===== config.mk =====
export PLATFORM = sky130hd
export DESIGN_NAME = packet_frame_checker_core
export DESIGN_NICKNAME = d
export VERILOG_FILES = /design/src/rtl/pfc_pkg.sv /design/src/rtl/pfc_verdict.sv /design/src/rtl/packet_frame_checker_core.sv
export SDC_FILE = /design/constraint.sdc
export NUM_CORES = 1
export LEC_CHECK = 0
export BUFFER_PORTS_ARGS = -buffer_cell sky130_fd_sc_hd__buf_4
export CAP_MARGIN = 5
export CORE_MARGIN = 10
export CORE_UTILIZATION = 50
export DETAILED_ROUTE_END_ITERATION = 8
export PLACE_DENSITY = 0.7
export SLEW_MARGIN = 30
export SYNTH_ARGS = -nofsm -noshare
export SYNTH_HDL_FRONTEND = slang
export SYNTH_SLANG_ARGS = --single-unit

===== constraint.sdc =====
create_clock -name i_clk -period 8.72 [get_ports i_clk]
set_clock_uncertainty 0.05 [all_clocks]
set_input_delay 2.18 -clock i_clk [delete_from_list [all_inputs] [get_ports i_clk]]
set_output_delay 2.18 -clock i_clk [all_outputs]
set_load 0.02 [all_outputs]

===== src/rtl/pfc_pkg.sv =====
// ----------------------------------------------------------------------------
// Packet frame checker package
// Shared types, codes, constants and the checksum text parser.
// ----------------------------------------------------------------------------
package pfc_pkg;

    localparam logic [7:0]  TAB_CHAR     = 8'd9;
    localparam logic [7:0]  NEWLINE_CHAR = 8'd10;
    localparam logic [10:0] MIN_FLOOR    = 11'd12;
    localparam int          TYPE_POS     = 4;
    localparam int          NUM_FIRST    = 5;
    localparam int          NUM_LAST     = 8;
    localparam int          SUM_FIRST    = 7;
    localparam int          CAT_START    = 9;
    localparam int          CAT_SKIP     = 10;

    typedef enum logic [3:0] {
        ERR_OK        = 4'd0,
        ERR_RESYNC    = 4'd1,
        ERR_TOO_SHORT = 4'd2,
        ERR_START_A   = 4'd3,
        ERR_START_B   = 4'd4,
        ERR_STOP      = 4'd5,
        ERR_CHECKSUM  = 4'd6,
        ERR_CATEGORY  = 4'd7,
        ERR_TOO_LONG  = 4'd8
    } t_err_code;

    typedef enum logic [1:0] {
        CFG_START_A   = 2'd0,
        CFG_START_B   = 2'd1,
        CFG_HANDSHAKE = 2'd2,
        CFG_MIN_LEN   = 2'd3
    } t_cfg_index;

    typedef struct packed {
        logic [7:0] data_byte;
        logic       last_byte;
    } t_frame_in;

    typedef struct packed {
        logic [3:0]  verdict_code;
        logic        is_error;
        logic [7:0]  frame_type;
        logic [31:0] packet_number;
        logic [3:0]  category_length;
        logic [10:0] payload_start;
        logic [10:0] payload_stop;
    } t_frame_out;

    typedef struct packed {
        logic [7:0]  start_byte_a;
        logic [7:0]  start_byte_b;
        logic [7:0]  handshake_type;
        logic [10:0] min_frame_length;
    } t_cfg;

    typedef struct packed {
        logic        start_a_ok;
        logic        start_b_ok;
        logic        tab_seen;
        logic        first_zero;
        logic [7:0]  type_byte;
        logic [31:0] rx_number;
        logic [7:0]  sum;
        logic [7:0]  text_hi;
        logic [7:0]  text_lo;
    } t_frame_flags;

    // Bit 4 marks a valid hex digit, bits 3:0 hold its value.
    function automatic logic [4:0] hex_digit(input logic [7:0] c);
        logic [4:0] d;
        d = 5'd0;
        if (c >= 8'd48 && c <= 8'd57) begin
            d = {1'b1, 4'(c - 8'd48)};
        end else if (c >= 8'd97 && c <= 8'd102) begin
            d = {1'b1, 4'(c - 8'd87)};
        end else if (c >= 8'd65 && c <= 8'd70) begin
            d = {1'b1, 4'(c - 8'd55)};
        end
        return d;
    endfunction

    function automatic logic is_space(input logic [7:0] c);
        return (c == 8'd32) || (c >= 8'd9 && c <= 8'd13);
    endfunction

    // Two characters of hex text, read with leading blank, sign and early stop.
    function automatic logic [7:0] parse_hex2(input logic [7:0] c0, input logic [7:0] c1);
        logic [4:0] d0;
        logic [4:0] d1;
        logic [7:0] v;
        d0 = hex_digit(c0);
        d1 = hex_digit(c1);
        if (is_space(c0) || c0 == 8'd43) begin
            v = d1[4] ? {4'd0, d1[3:0]} : 8'd0;
        end else if (c0 == 8'd45) begin
            v = d1[4] ? (8'd0 - {4'd0, d1[3:0]}) : 8'd0;
        end else if (!d0[4]) begin
            v = 8'd0;
        end else if (!d1[4]) begin
            v = {4'd0, d0[3:0]};
        end else begin
            v = {d0[3:0], d1[3:0]};
        end
        return v;
    endfunction

endpackage


===== src/rtl/pfc_verdict.sv =====
// ----------------------------------------------------------------------------
// Packet frame checker verdict
// Ranks the frame checks on the final byte and forms the result and the
// next value of the local frame counter.
// ----------------------------------------------------------------------------
module pfc_verdict
    import pfc_pkg::*;
#(
    parameter int MAX_FRAME_BYTES = 1024,
    parameter int CATEGORY_MAX    = 15,
    parameter int POS_W           = 11
) (
    input  logic [POS_W-1:0] i_len,
    input  logic [POS_W-1:0] i_cat_count,
    input  t_frame_flags     i_flags,
    input  logic [7:0]       i_final_byte,
    input  t_cfg             i_cfg,
    input  logic [31:0]      i_local_count,
    output t_frame_out       o_result,
    output logic [31:0]      o_local_count
);

    logic [10:0] min_len;
    t_err_code   code;
    logic        count_up;
    logic [31:0] next_count;

    assign min_len = (i_cfg.min_frame_length < MIN_FLOOR) ? MIN_FLOOR
                                                          : i_cfg.min_frame_length;

    always_comb begin
        code                     = ERR_OK;
        count_up                 = 1'b1;
        next_count               = i_local_count;
        o_result.frame_type      = 8'd0;
        o_result.packet_number   = i_local_count;
        o_result.category_length = 4'd0;
        o_result.payload_start   = 11'd0;
        o_result.payload_stop    = 11'd0;
        if (32'(i_len) < 32'(min_len)) begin
            code     = ERR_TOO_SHORT;
            count_up = 1'b0;
        end else if (32'(i_len) > 32'(MAX_FRAME_BYTES)) begin
            code     = ERR_TOO_LONG;
            count_up = 1'b0;
        end else if (!i_flags.start_a_ok) begin
            code = ERR_START_A;
        end else if (!i_flags.start_b_ok) begin
            code = ERR_START_B;
        end else if (i_final_byte != NEWLINE_CHAR) begin
            code = ERR_STOP;
        end else if (i_flags.sum != parse_hex2(i_flags.text_hi, i_flags.text_lo)) begin
            code = ERR_CHECKSUM;
        end else begin
            o_result.frame_type = i_flags.type_byte;
            if (i_flags.type_byte == i_cfg.handshake_type) begin
                o_result.packet_number = i_flags.rx_number;
            end else if (i_flags.rx_number != i_local_count) begin
                next_count = i_flags.rx_number;
                code       = ERR_RESYNC;
            end
            if (i_cat_count == '0 || i_flags.first_zero
                    || 32'(i_cat_count) > 32'(CATEGORY_MAX)) begin
                code = ERR_CATEGORY;
            end else begin
                o_result.category_length = 4'(i_cat_count);
                o_result.payload_start   = i_flags.tab_seen
                    ? 11'(32'(i_cat_count) + 32'(CAT_SKIP)) : 11'(i_len);
                o_result.payload_stop    = 11'(32'(i_len) - 32'd2);
            end
        end
        if (count_up) begin
            next_count = next_count + 32'd1;
        end
        o_result.verdict_code = code;
        o_result.is_error     = (code != ERR_OK) && (code != ERR_RESYNC);
        o_local_count         = next_count;
    end

endmodule


===== src/rtl/packet_frame_checker_core.sv =====
// ----------------------------------------------------------------------------
// Packet frame checker core
// Takes one frame byte per transfer and gives one verdict per frame.
// ----------------------------------------------------------------------------
// Throughput: one byte per cycle unless the input stalls; frames back to back
// with no gap. A final byte is registered on transfer and its verdict when
// processed; input stalls only while a final byte waits behind a held result.
// Reset (synchronous, active low) clears frame state, the local frame counter
// and config bytes, sets min length to MIN_FLOOR; no clearing pass is needed.
module packet_frame_checker_core
    import pfc_pkg::*;
#(
    parameter int MAX_FRAME_BYTES = 1024,
    parameter int CATEGORY_MAX    = 15
) (
    input  logic        i_clk,
    input  logic        i_rst_n,
    input  logic        i_cfg_we,
    input  logic [1:0]  i_cfg_index,
    input  logic [10:0] i_cfg_data,
    input  logic        i_in_valid,
    output logic        o_in_stall,
    input  t_frame_in   i_in_data,
    output logic        o_out_valid,
    input  logic        i_out_stall,
    output t_frame_out  o_out_data
);

    localparam int POS_W = $clog2(MAX_FRAME_BYTES + 2);

    t_cfg             r_cfg;
    logic             r_in_valid;
    t_frame_in        r_in;
    logic [POS_W-1:0] r_pos;
    logic [7:0]       r_td [3];
    logic [POS_W-1:0] r_cat;
    t_frame_flags     r_flags;
    logic [31:0]      r_local_count;
    logic             r_out_valid;
    t_frame_out       r_out;

    t_frame_flags     n_flags;
    logic [POS_W-1:0] n_cat;
    logic [POS_W-1:0] w_len;
    logic             w_proc;
    t_frame_out       w_result;
    logic [31:0]      w_local_count;
    logic [7:0]       w_b;

    assign w_proc     = r_in_valid && (!r_in.last_byte || !r_out_valid || !i_out_stall);
    assign o_in_stall = r_in_valid && !w_proc;
    assign w_b        = r_in.data_byte;
    assign w_len      = r_pos + POS_W'(1);

    always_comb begin
        n_flags         = r_flags;
        n_cat           = r_cat;
        n_flags.text_hi = r_td[1];
        n_flags.text_lo = r_td[0];
        if (r_pos == POS_W'(0) && w_b == r_cfg.start_byte_a) begin
            n_flags.start_a_ok = 1'b1;
        end
        if (r_pos == POS_W'(1) && w_b == r_cfg.start_byte_b) begin
            n_flags.start_b_ok = 1'b1;
        end
        if (r_pos == POS_W'(TYPE_POS)) begin
            n_flags.type_byte = w_b;
        end
        if (r_pos >= POS_W'(NUM_FIRST) && r_pos <= POS_W'(NUM_LAST)) begin
            n_flags.rx_number = {r_flags.rx_number[23:0], w_b};
        end
        if (r_pos >= POS_W'(SUM_FIRST)) begin
            n_flags.sum = r_flags.sum + r_td[2];
        end
        if (r_pos >= POS_W'(CAT_START) && !r_flags.tab_seen) begin
            if (w_b == TAB_CHAR) begin
                n_flags.tab_seen = 1'b1;
            end else begin
                if (r_pos == POS_W'(CAT_START)) begin
                    n_flags.first_zero = (w_b == 8'd0);
                end
                if (r_cat < POS_W'(MAX_FRAME_BYTES)) begin
                    n_cat = r_cat + POS_W'(1);
                end
            end
        end
    end

    pfc_verdict #(
        .MAX_FRAME_BYTES (MAX_FRAME_BYTES),
        .CATEGORY_MAX    (CATEGORY_MAX),
        .POS_W           (POS_W)
    ) u_verdict (
        .i_len         (w_len),
        .i_cat_count   (n_cat),
        .i_flags       (n_flags),
        .i_final_byte  (w_b),
        .i_cfg         (r_cfg),
        .i_local_count (r_local_count),
        .o_result      (w_result),
        .o_local_count (w_local_count)
    );

    always_ff @(posedge i_clk) begin
        if (!i_rst_n) begin
            r_cfg.start_byte_a     <= 8'd0;
            r_cfg.start_byte_b     <= 8'd0;
            r_cfg.handshake_type   <= 8'd0;
            r_cfg.min_frame_length <= MIN_FLOOR;
        end else if (i_cfg_we) begin
            unique case (i_cfg_index)
                CFG_START_A:   r_cfg.start_byte_a     <= i_cfg_data[7:0];
                CFG_START_B:   r_cfg.start_byte_b     <= i_cfg_data[7:0];
                CFG_HANDSHAKE: r_cfg.handshake_type   <= i_cfg_data[7:0];
                CFG_MIN_LEN:   r_cfg.min_frame_length <= i_cfg_data;
                default:       r_cfg                  <= r_cfg;
            endcase
        end
    end

    always_ff @(posedge i_clk) begin
        if (!i_rst_n) begin
            r_in_valid <= 1'b0;
        end else if (i_in_valid && !o_in_stall) begin
            r_in_valid <= 1'b1;
        end else if (w_proc) begin
            r_in_valid <= 1'b0;
        end
    end

    always_ff @(posedge i_clk) begin
        if (i_in_valid && !o_in_stall) begin
            r_in <= i_in_data;
        end
    end

    always_ff @(posedge i_clk) begin
        if (!i_rst_n) begin
            r_pos         <= '0;
            r_td[0]       <= 8'd0;
            r_td[1]       <= 8'd0;
            r_td[2]       <= 8'd0;
            r_cat         <= '0;
            r_flags       <= '0;
            r_local_count <= 32'd0;
        end else if (w_proc) begin
            if (r_in.last_byte) begin
                r_pos         <= '0;
                r_td[0]       <= 8'd0;
                r_td[1]       <= 8'd0;
                r_td[2]       <= 8'd0;
                r_cat         <= '0;
                r_flags       <= '0;
                r_local_count <= w_local_count;
            end else begin
                r_td[0] <= w_b;
                r_td[1] <= r_td[0];
                r_td[2] <= r_td[1];
                r_cat   <= n_cat;
                r_flags <= n_flags;
                if (r_pos < POS_W'(MAX_FRAME_BYTES)) begin
                    r_pos <= r_pos + POS_W'(1);
                end
            end
        end
    end

    always_ff @(posedge i_clk) begin
        if (!i_rst_n) begin
            r_out_valid <= 1'b0;
        end else if (w_proc && r_in.last_byte) begin
            r_out_valid <= 1'b1;
        end else if (!i_out_stall) begin
            r_out_valid <= 1'b0;
        end
    end

    always_ff @(posedge i_clk) begin
        if (w_proc && r_in.last_byte) begin
            r_out <= w_result;
        end
    end

    assign o_out_valid = r_out_valid;
    assign o_out_data  = r_out;

    a_verdict_from_final_byte: assert property (
        @(posedge i_clk) disable iff (!i_rst_n)
        $rose(o_out_valid) |-> $past(w_proc && r_in.last_byte)
    ) else $error("Result appeared without a final byte transfer.");

    a_length_errors_keep_count: assert property (
        @(posedge i_clk) disable iff (!i_rst_n)
        (w_proc && r_in.last_byte && (w_result.verdict_code == ERR_TOO_SHORT
            || w_result.verdict_code == ERR_TOO_LONG)) |=> $stable(r_local_count)
    ) else $error("Length error changed the local frame counter.");

    a_position_saturates: assert property (
        @(posedge i_clk) disable iff (!i_rst_n)
        32'(r_pos) <= 32'(MAX_FRAME_BYTES)
    ) else $error("Byte position ran past the frame limit.");

    a_stalled_result_kept: assert property (
        @(posedge i_clk) disable iff (!i_rst_n)
        (o_out_valid && i_out_stall) |=> (o_out_valid && $stable(o_out_data))
    ) else $error("Stalled result was lost or overwritten.");

endmodule

==> results.cfg, run 1 <==
[timing]
period_share_pct = 87.60
max_freq_mhz = 130.9
final.setup.tns_ns = 0
slew_viol_final = 0
slew-limit-headroom_pct = 35.57
worst_pin_slew_ns = 0.9576
min_period_ns = 7.639
rsz0062_at_grt = false
hold_violations = 0
setup_viol = 0

[floorplan]
floorplan.initialDensity_pct = 50.66
core-area_sq_um = 28630
io_pins = 100
die_w_microns = 190.3
die_y_microns = 190.3
die_area_sq_um = 36210
rows = 62

[detailed_routing]
num_vias = 12930
firstDrtPassIters = 5
route.detailed.drc = 0
avgRoutedWirePerCell_microns = 20.44
drt_iter0_drc = 1405
wl_microns = 42980
antenna_left = 0
via_per_inst = 6.146

[clocking]
cts_made_buffers = 28
clk_latency_ns = 0.55
h-tree-depth = 1
cts_buffer_depth = 3
clock_sinks = 247
cts_root_buf = clkbuf_16
post_cts.repair.setup_buffers = 0
cts_hold_buf = 0
cts_tree = built
clkTransAtPathRegs_ns = 0.06

[worst_setup_path]
cp_cell_sequence = ha_1 > nand3_1 > nor2_1 > nand3_1 > xnor2_1 > inv_1 > ha_1 > nand3_1 > nor4_1 > o41ai_1 > o211ai_1 > nand2_1 > nor3_2 > nand3_2 > o21ai_0 > ha_1 > o221ai_1 > nor4_1 > nand2_1 > or4_1 > nor3_1 > mux2i_1 > a2111o_1 > a21oi_1
path_max_fanout = 20
reg2reg_to = r_local_count[28]
startpoint_type = register
worstPathArrival_ns = 8.05
critical_path.endpoint_type = register
cp_slowest_cell = dfxtp_1
max_stage_delay_ns = 0.60
r2r_start = r_pos[0]
path_class = register to register
crit_required_ns = 9.14
reg2reg_depth = 24
r2r_slack_ns = 1.08

[pwr]
vdd_drop_max_uv = 168.7
leakage_uw = 0.006054
p_per_area_nw_per_um2 = 162.6
finalPower_uw = 2678

[grt]
grt_pass1_wl_microns = 67770
grt_usage_pct = 22.93
grt_start_max_net_pins = 71
grt-ovfl-total = 0
antenna_found_initial = 0
grt_pass1_vias = 11990

[logic_synthesis]
yosysMostFrequentCell = nor2_1
syn-num-nets = 1715
syn_inst = 1654
synth-seq-cells = 247
synthTopCellsByArea = edfxtp_1, dfxtp_1, nor2_1, xnor2_1, mux2i_1
synth.distinct_cells = 87
synthTopCellsByCount = nor2_1, nand2_1, dfxtp_1
synth_edf_count = 104
synth-main-ff-cell = dfxtp_1
synth_top_area_share_pct = 21.54
seq_area_frac_synth_pct = 41.28
yosysWarningCount = 0
avgSynthCellArea_sq_um = 8.767
netlist_area_sq_um = 14500
async_flop_share_pct = 0
yosys.area.top_type = edfxtp_1

[placement]
place_congestion = 0.9627
hpwl_microns = 30180
numPortBuffers = 99
place_area_sq_um = 15460
place_inst = 2051

[hold_path]
hold_start = r_flags[64]
hp-class = register to register
hold_depth = 2
min_to = r_flags[64]

[cells_and_area]
drive_above_1_share_pct = 12.62
area_growth_pct = 13.61
stdcell_area_sq_um = 16470
fill_cells = 2551
final_nets = 1758
final_cells = 2103
fin_util_pct = 57.55
diodes = 0

[status]
status = finished, final reports clean

[job]
cap_violations = 0
-- per-layer routing --
layer  part of all wire, %  up-vias  track usage, %
met1                    45     6153           32.68
li1                      -     6097               -
met5                     0        -               0
met2                    44      596           34.91
met4                   2.6        0           6.693
met3                   8.5       79           3.804
-- worst max-delay path, delay by kind of cell, from the launching register on --
family | cells | cell delay, ns
AND/OR/NAND/NOR | 12 | 4.16
AO/OA/AOI/OAI | 6 | 1.25
adder cells (fa/ha/maj) | 3 | 0.89
flip-flops | 1 | 0.60
XOR/XNOR | 1 | 0.34
buffers and inverters | 1 | 0.13
multiplexers | 1 | 0.11
-- where the power goes --
part,internal [uW],switching (uW),leakage [uW]
sequential,1230,25.7,0.00215
combinational,57.9,102,0.00341
clock,769,498,0.000491
-- logic make-up (layout without fill, tap and decap cells) --
kind of cell,count (synthesis),count (layout),synth area share [%]
AO/OA/AOI/OAI,394,394,17.42
XOR/XNOR,115,115,6.946
adder cells (fa/ha/maj),34,34,2.985
buffers and inverters,164,229,4.513
flip-flops,247,247,41.28
multiplexers,78,78,5.815
AND/OR/NAND/NOR,622,622,21.04
-- registers in the layout, summed over array words and instances, names as in the netlist --
name           flops
r_in_valid         1
r_td              24
o_out_data        71
r_local_count     32
r_in               1
r_flags           52
r_cfg             35
r_cat             11
o_out_valid        1
w_b                8
r_pos             11
-- metrics by stage --
| stage | setup slack (ns) | hold WS [ns] |
|---|---|---|
| CTS | 0.9633 | 0.4162 |
| finish | 1.081 | 0.4197 |
| detailed placement | 1.001 | 0.3967 |
| global route | 0.2831 | 0.4446 |
| global placement | 1.348 | 0.3870 |
| floorplan | 2.640 | 0.3744 |
-- what timing repair did --
| action | 4_1_cts | 5_1_grt |
|---|---|---|
| endpoints found under the hold margin | 0 | 0 |
| gates resized for setup | 0 | 1 |
| setup endpoints to repair | 0 | 1 |
-- worst max path at each step --
stage | slack, ns | end | start | cells after the start
after floorplan | 2.64 | r_local_count[28] | r_pos[0] | 26
after global placement | 1.35 | r_local_count[28] | r_pos[0] | 24
after detailed placement | 1.00 | r_local_count[28] | r_pos[0] | 24
after CTS | 0.96 | r_local_count[28] | r_pos[0] | 24
after global routing | 0.28 | r_local_count[28] | r_pos[0] | 24
final | 1.08 | r_local_count[28] | r_pos[0] | 24
-- cells in the final DEF (no fill, tap or decap), types with 7 or more instances in the layout --
master,Yosys,final
a211oi_1,14,14
a21o_1,13,13
a21oi_1,95,95
a22o_1,23,23
a22oi_1,16,16
a31oi_1,10,10
and2_1,30,30
and3_1,24,24
and4_1,8,8
buf_4,1,121
clkbuf_16,0,31
dfxtp_1,143,143
edfxtp_1,104,104
ha_1,33,33
inv_1,53,53
mux2_2,10,10
mux2i_1,60,60
nand2_1,148,148
nand2b_1,12,12
nand3_1,55,53
nand4_1,26,26
nor2_1,173,172
nor2b_1,8,7
nor3_1,57,56
nor4_1,23,23
o211ai_1,7,7
o21a_1,9,9
o21ai_0,101,101
o21ai_1,16,16
o22ai_1,18,18
o31ai_1,9,9
or2_2,9,9
or3_1,13,13
xnor2_1,71,71
xor2_1,44,44
-- layout make-up --
type,count,area (sq um),area share [%]
flip-flops and latches,247,5986,36.33
multi-input cells,1243,7881,47.84
clock buffers,38,845.8,5.134
inverters,56,212.7,1.291
repair buffers,121,908.4,5.514
clock inverters,14,160.2,0.9721
well taps,384,480.5,2.916
(Power assumes the default switching activity.)
==> inputs of run 2 (changes only) <==
--- a/config.mk
+++ b/config.mk
@@ -5,6 +5,7 @@
 export SDC_FILE = /design/constraint.sdc
 export NUM_CORES = 1
 export LEC_CHECK = 0
+export ABC_AREA = 1
 export BUFFER_PORTS_ARGS = -buffer_cell sky130_fd_sc_hd__buf_4
 export CAP_MARGIN = 5
 export CORE_MARGIN = 10
==> run 2 against run 1 <==
Against the previous run:
- non-clock buffer count decreased by 9
- clock power decreased by 8%
- critical endpoint is now r_local_count[23]
- largest power group is now sequential cells
- utilization decreased by 0.39 points
- power decreased by 3.3%
- critical path type unchanged
==> results.cfg, run 2 <==
[logic_synthesis]
synth_top_area_share_pct = 21.49
synth.area.mux_share_pct = 0.06888
netlist_area_sq_um = 14530
synthTopCellsByCount = nand2_1, inv_1, nor2_1
synth-main-ff-cell = dfxtp_1
synth_top_family_by_area = simple AND/OR/NAND/NOR gates
yosysMostFrequentCell = nand2_1
synth.distinct_cells = 59
synth_compound_area_share_pct = 10.88
yosysWarningCount = 0
synth-seq-cells = 247
synthTopCellsByArea = edfxtp_1, dfxtp_1, nand2_1, nand3_1, inv_1
syn_inst = 2024
avgSynthCellArea_sq_um = 7.180
seq_area_frac_synth_pct = 41.19
synth-adder-area-share_pct = 2.979
synth_edf_count = 104
synth-xor-area-share_pct = 2.514
synth-simple-area-share_pct = 33.76
async_flop_share_pct = 0
syn-num-nets = 2085
yosys.area.top_type = edfxtp_1

[placement]
place_ws_ns = 2.878
place_congestion = 0.9644
numPortBuffers = 99
place_area_sq_um = 15500
hpwl_microns = 31370

[timing]
hold_violations = 0
slew_viol_final = 0
final.setup.tns_ns = 0
min_period_ns = 5.979
period_share_pct = 68.57
worst_slack_ns = 2.741
rsz0062_at_grt = false
setup_viol = 0
worst_pin_slew_ns = 0.8744
max_freq_mhz = 167.3
slew-limit-headroom_pct = 41.26

[cells_and_area]
largest_register_ffs = 71
stdcell_area_sq_um = 16410
ff_latch_area_sq_um = 5986
multi_input_area_sq_um = 7308
drive_above_1_share_pct = 11.55
final_nets = 2160
layout_common_cells = nand2_1, inv_1, nor2_1
final_common_cell = nand2_1
fill_cells = 2749
area_growth_pct = 12.92

[floorplan]
rows = 62
floorplan.initialDensity_pct = 50.63
die_y_microns = 190.5
die_area_sq_um = 36280
die_w_microns = 190.5
io_pins = 100
core-area_sq_um = 28700

[detailed_routing]
avgRoutedWirePerCell_microns = 17.37
dr_wl_met3_microns = 3840
drt_iter0_drc = 1362
wl_microns = 43520
num_vias = 13790
antenna_left = 0
wl_met1_microns = 19780
highest_layer = met4
wl_met2_microns = 18660
firstDrtPassIters = 6
via_per_inst = 5.501
route.detailed.drc = 0

[worst_setup_path]
path_max_fanout = 38
r2r_slack_ns = 2.74
max_stage_delay_ns = 0.75
path_buf_inv = 3
cp_cell_sequence = ha_1 > nand2_2 > inv_2 > nand3_1 > nor2_2 > nand4_1 > xor2_1 > ha_1 > nand4_1 > o31ai_1 > nand3_1 > nor2_2 > buf_4 > nand4_4 > buf_4 > o21ai_2 > nand2_1 > nor2_2 > nand3_1 > nor2_1 > nand3_1 > nand3_1 > nand2_1
crit_path_frequent_cell = nand3_1
endpoint = r_local_count[23]
crit_required_ns = 9.12
crit_cells = 23
startpoint_type = register
reg2reg_depth = 23
critical_path.endpoint_type = register
reg2reg_to = r_local_count[23]
crit_start = r_pos[0]
crit_family = simple AND/OR/NAND/NOR gates
path_class = register to register
r2r_start = r_pos[0]
cp_slowest_cell = o31ai_1
worstPathArrival_ns = 6.38

[pwr]
leakage_uw = 0.007124
vdd_drop_max_uv = 122.6
p_per_area_nw_per_um2 = 157.8

[clocking]
cts_made_buffers = 28
clk_latency_ns = 0.56
cts_root_buf = clkbuf_16
post_cts.repair.setup_buffers = 0
cts_tree = built
clkTransAtPathRegs_ns = 0.06
cts_resized = 0
clock_sinks = 247
cts_buffer_depth = 3
h-tree-depth = 1
cts_hold_buf = 0

[grt]
grt-ovfl-total = 0
antenna_found_initial = 1
grt_pass1_vias = 12750
grt_usage_pct = 23.31
grt_pass1_wl_microns = 68630
grt_start_max_net_pins = 79

[status]
status = finished, final reports clean

[job]
cap_violations = 0

[hold_path]
hp-class = register to register
==> run 2: changes by cell type in the layout (fill, tap and decap cells not counted), moves of 41 or more <==
cell     delta
nand2_1   +413
inv_1     +164
nand3_1   +123
mux2i_1    -59
xnor2_1    -59
o21ai_0    +47
nor2_1     +45
a21oi_1    -41
==> run 2: worst min-delay path by stage <==
stage	from	end	cells past startpoint
global route	r_local_count[22]	r_local_count[22]	2
detailed placement	r_local_count[22]	r_local_count[22]	2
floorplan	r_flags[66]	r_flags[66]	2
finish	r_flags[66]	r_flags[66]	2
global placement	r_flags[66]	r_flags[66]	2
CTS	r_local_count[22]	r_local_count[22]	2
==> run 2: final cells by class <==
class	count	area share (%)
Antenna cell	1	0.01525
Clock buffer	45	5.162
Clock inverter	7	0.3508
Inverter	234	5.399
Multi-Input combinational cell	1476	44.54
Sequential cell	247	36.48
Tap cell	384	2.928
Timing Repair Buffer	112	5.124
==> run 2: per-layer routing <==
layer | GRT usage [%] | up-vias
li1 | - | 6808
met1 | 32.26 | 6354
met2 | 35.43 | 551
met3 | 4.700 | 73
met4 | 8.207 | 0
met5 | 0 | -
==> run 2: metrics by stage <==
step / cells / total power, uW / util [%] / hold slack, ns
after floorplan: 2024 / 1378 / - / 0.3947
after global placement: 2453 / 1441 / 53.98 / 0.4059
after detailed placement: 2453 / 1445 / 54.01 / 0.4117
after CTS: 2505 / 2602 / 57.16 / 0.4220
after global routing: 2505 / 2667 / 57.16 / 0.4414
final: 2506 / 2589 / 57.17 / 0.4225
==> run 2: cell families (layout without fill, tap and decap cells) <==
kind of cell / Yosys count / after routing
adder cells (fa/ha/maj): 34 / 34
other: 0 / 1
buffers and inverters: 301 / 398
AO/OA/AOI/OAI: 290 / 290
AND/OR/NAND/NOR: 1111 / 1111
flip-flops: 247 / 247
multiplexers: 1 / 1
XOR/XNOR: 40 / 40
==> run 2: worst register-to-register path, cell delays in order (launching register included) <==
cell	delay, ns
dfxtp_1	0.48
ha_1	0.23
nand2_2	0.10
inv_2	0.08
nand3_1	0.11
nor2_2	0.16
nand4_1	0.15
xor2_1	0.39
ha_1	0.25
nand4_1	0.13
o31ai_1	0.75
nand3_1	0.21
nor2_2	0.13
buf_4	0.35
nand4_4	0.57
buf_4	0.48
o21ai_2	0.22
nand2_1	0.12
nor2_2	0.26
nand3_1	0.23
nor2_1	0.21
nand3_1	0.10
nand3_1	0.09
nand2_1	0.05
==> run 2: power by group <==
group / internal [uW] / switching [uW]
clock network: 690 / 478
registers: 1230 / 19.9
logic: 52.0 / 122
==> inputs of run 3 (changes only) <==
==> constraint.sdc (replaced) <==
create_clock -name i_clk -period 6.15 [get_ports i_clk]
set_clock_uncertainty 0.05 [all_clocks]
set_input_delay 1.5375 -clock i_clk [delete_from_list [all_inputs] [get_ports i_clk]]
set_output_delay 1.5375 -clock i_clk [all_outputs]
set_load 0.02 [all_outputs]
==> run 3 against run 2 <==
Against the previous run:
- worst setup slack worse by 2.2 ns
- power is 46% higher
- flip-flop and latch count stayed put
- non-clock buffer count is 6 higher
- wire length is 2.0% higher
==> results.cfg, run 3 (synthesis gave the netlist of run 2 again) <==
[clocking]
cts_buffer_depth = 3
clkTransAtPathRegs_ns = 0.06
cts_made_buffers = 28
cts_root_buf = clkbuf_16
cts_tree = built
clock_sinks = 247
clk_latency_ns = 0.56
cts_hold_buf = 0
cts_resized = 0
h-tree-depth = 1
post_cts.repair.setup_buffers = 0

[cells_and_area]
stdcell_area_sq_um = 16530
largest_register_ffs = 71
ff_latch_area_sq_um = 5986
diodes = 0
drive_above_1_share_pct = 11.99
multi_input_area_sq_um = 7306
final_common_cell = nand2_1
area_growth_pct = 13.79
final_nets = 2166
layout_common_cells = nand2_1, inv_1, nor2_1
fill_cells = 2714
fin_util_pct = 57.61

[detailed_routing]
wl_microns = 44380
route.detailed.drc = 0
avgRoutedWirePerCell_microns = 17.67
antenna_left = 0
drt_iter0_drc = 1488
via_per_inst = 5.569
firstDrtPassIters = 6
num_vias = 13980

[status]
status = finished, final reports clean

[floorplan]
core-area_sq_um = 28700
die_area_sq_um = 36280
rows = 62
die_y_microns = 190.5
io_pins = 100
floorplan.initialDensity_pct = 50.63
die_w_microns = 190.5

[worst_setup_path]
path_class = register to register
crit_family = simple AND/OR/NAND/NOR gates
path_max_fanout = 29
crit_cells = 28
endpoint = r_local_count[30]
crit_start = r_pos[0]
critical_path.endpoint_type = register
cp_slowest_cell = xor2_1
r2r_start = r_pos[0]
reg2reg_to = r_local_count[30]
reg2reg_depth = 28
worstPathArrival_ns = 6.00
max_stage_delay_ns = 0.50
path_buf_inv = 5
r2r_slack_ns = 0.56
crit_path_frequent_cell = nand2_1
crit_required_ns = 6.56
startpoint_type = register

[pwr]
leakage_uw = 0.007205
p_per_area_nw_per_um2 = 228.7
finalPower_uw = 3781
vdd_drop_max_uv = 194.5

[placement]
place_congestion = 0.9743
place_area_sq_um = 15540
numPortBuffers = 99
hpwl_microns = 32200

[hold_path]
hold_start = r_flags[51]
hp-class = register to register

[grt]
grt_usage_pct = 23.96
grt_pass1_wl_microns = 70730
grt_pass1_vias = 12900
antenna_found_initial = 1
grt_start_max_net_pins = 65
grt-ovfl-total = 0

[timing]
min_period_ns = 5.593
hold_violations = 0
max_freq_mhz = 178.8
final.setup.tns_ns = 0
fin_hold_ws_ns = 0.4222
slew_viol_final = 0
rsz0062_at_grt = false
slew-limit-headroom_pct = 35.89
period_share_pct = 90.95
setup_viol = 0
worst_pin_slew_ns = 0.9543

[job]
cap_violations = 0
run 3: tightest hold or removal path, delay by kind of cell (launching register included):
| family | cells | cell delay, ns |
|---|---|---|
| and+or+nand+nor | 2 | 0.12 |
| DFF | 1 | 0.31 |
run 3: per-layer routing:
layer  wire, microns  vias up  GRT usage [%]
met1           20430     6546          34.30
met3            3628       76          3.328
li1                -     6827              -
met5              13        -              0
met4             928        2          5.966
met2           19370      533          37.26
run 3: how the worst min path moves through the flow:
stage | cells past startpoint | endpoint
final | 2 | r_flags[51]
after global routing | 2 | r_flags[51]
after CTS | 2 | r_local_count[22]
after detailed placement | 2 | r_local_count[22]
after global placement | 2 | r_flags[67]
after floorplan | 2 | r_flags[66]
run 3: report_power, final:
part | leakage (uW) | internal [uW] | total, uW | switching [uW]
Sequential | 0.00217 | 1740 | 1770 | 27.8
Clock | 0.000490 | 1070 | 1760 | 693
Combinational | 0.00454 | 74.6 | 253 | 179
run 3: layout make-up:
class / count / share of cell area, %
repair buffers: 118 / 5.358
inverters: 234 / 5.358
clock buffers: 46 / 5.585
well taps: 384 / 2.906
multi-input cells: 1476 / 44.18
flip-flops and latches: 247 / 36.20
clock inverters: 6 / 0.4086
run 3: per-stage QoR:
step	worst slack, ns	cells
after floorplan	1.969	2024
after global placement	0.7328	2459
after detailed placement	0.6237	2459
after CTS	0.6047	2511
after global routing	0.1791	2511
final	0.5567	2511
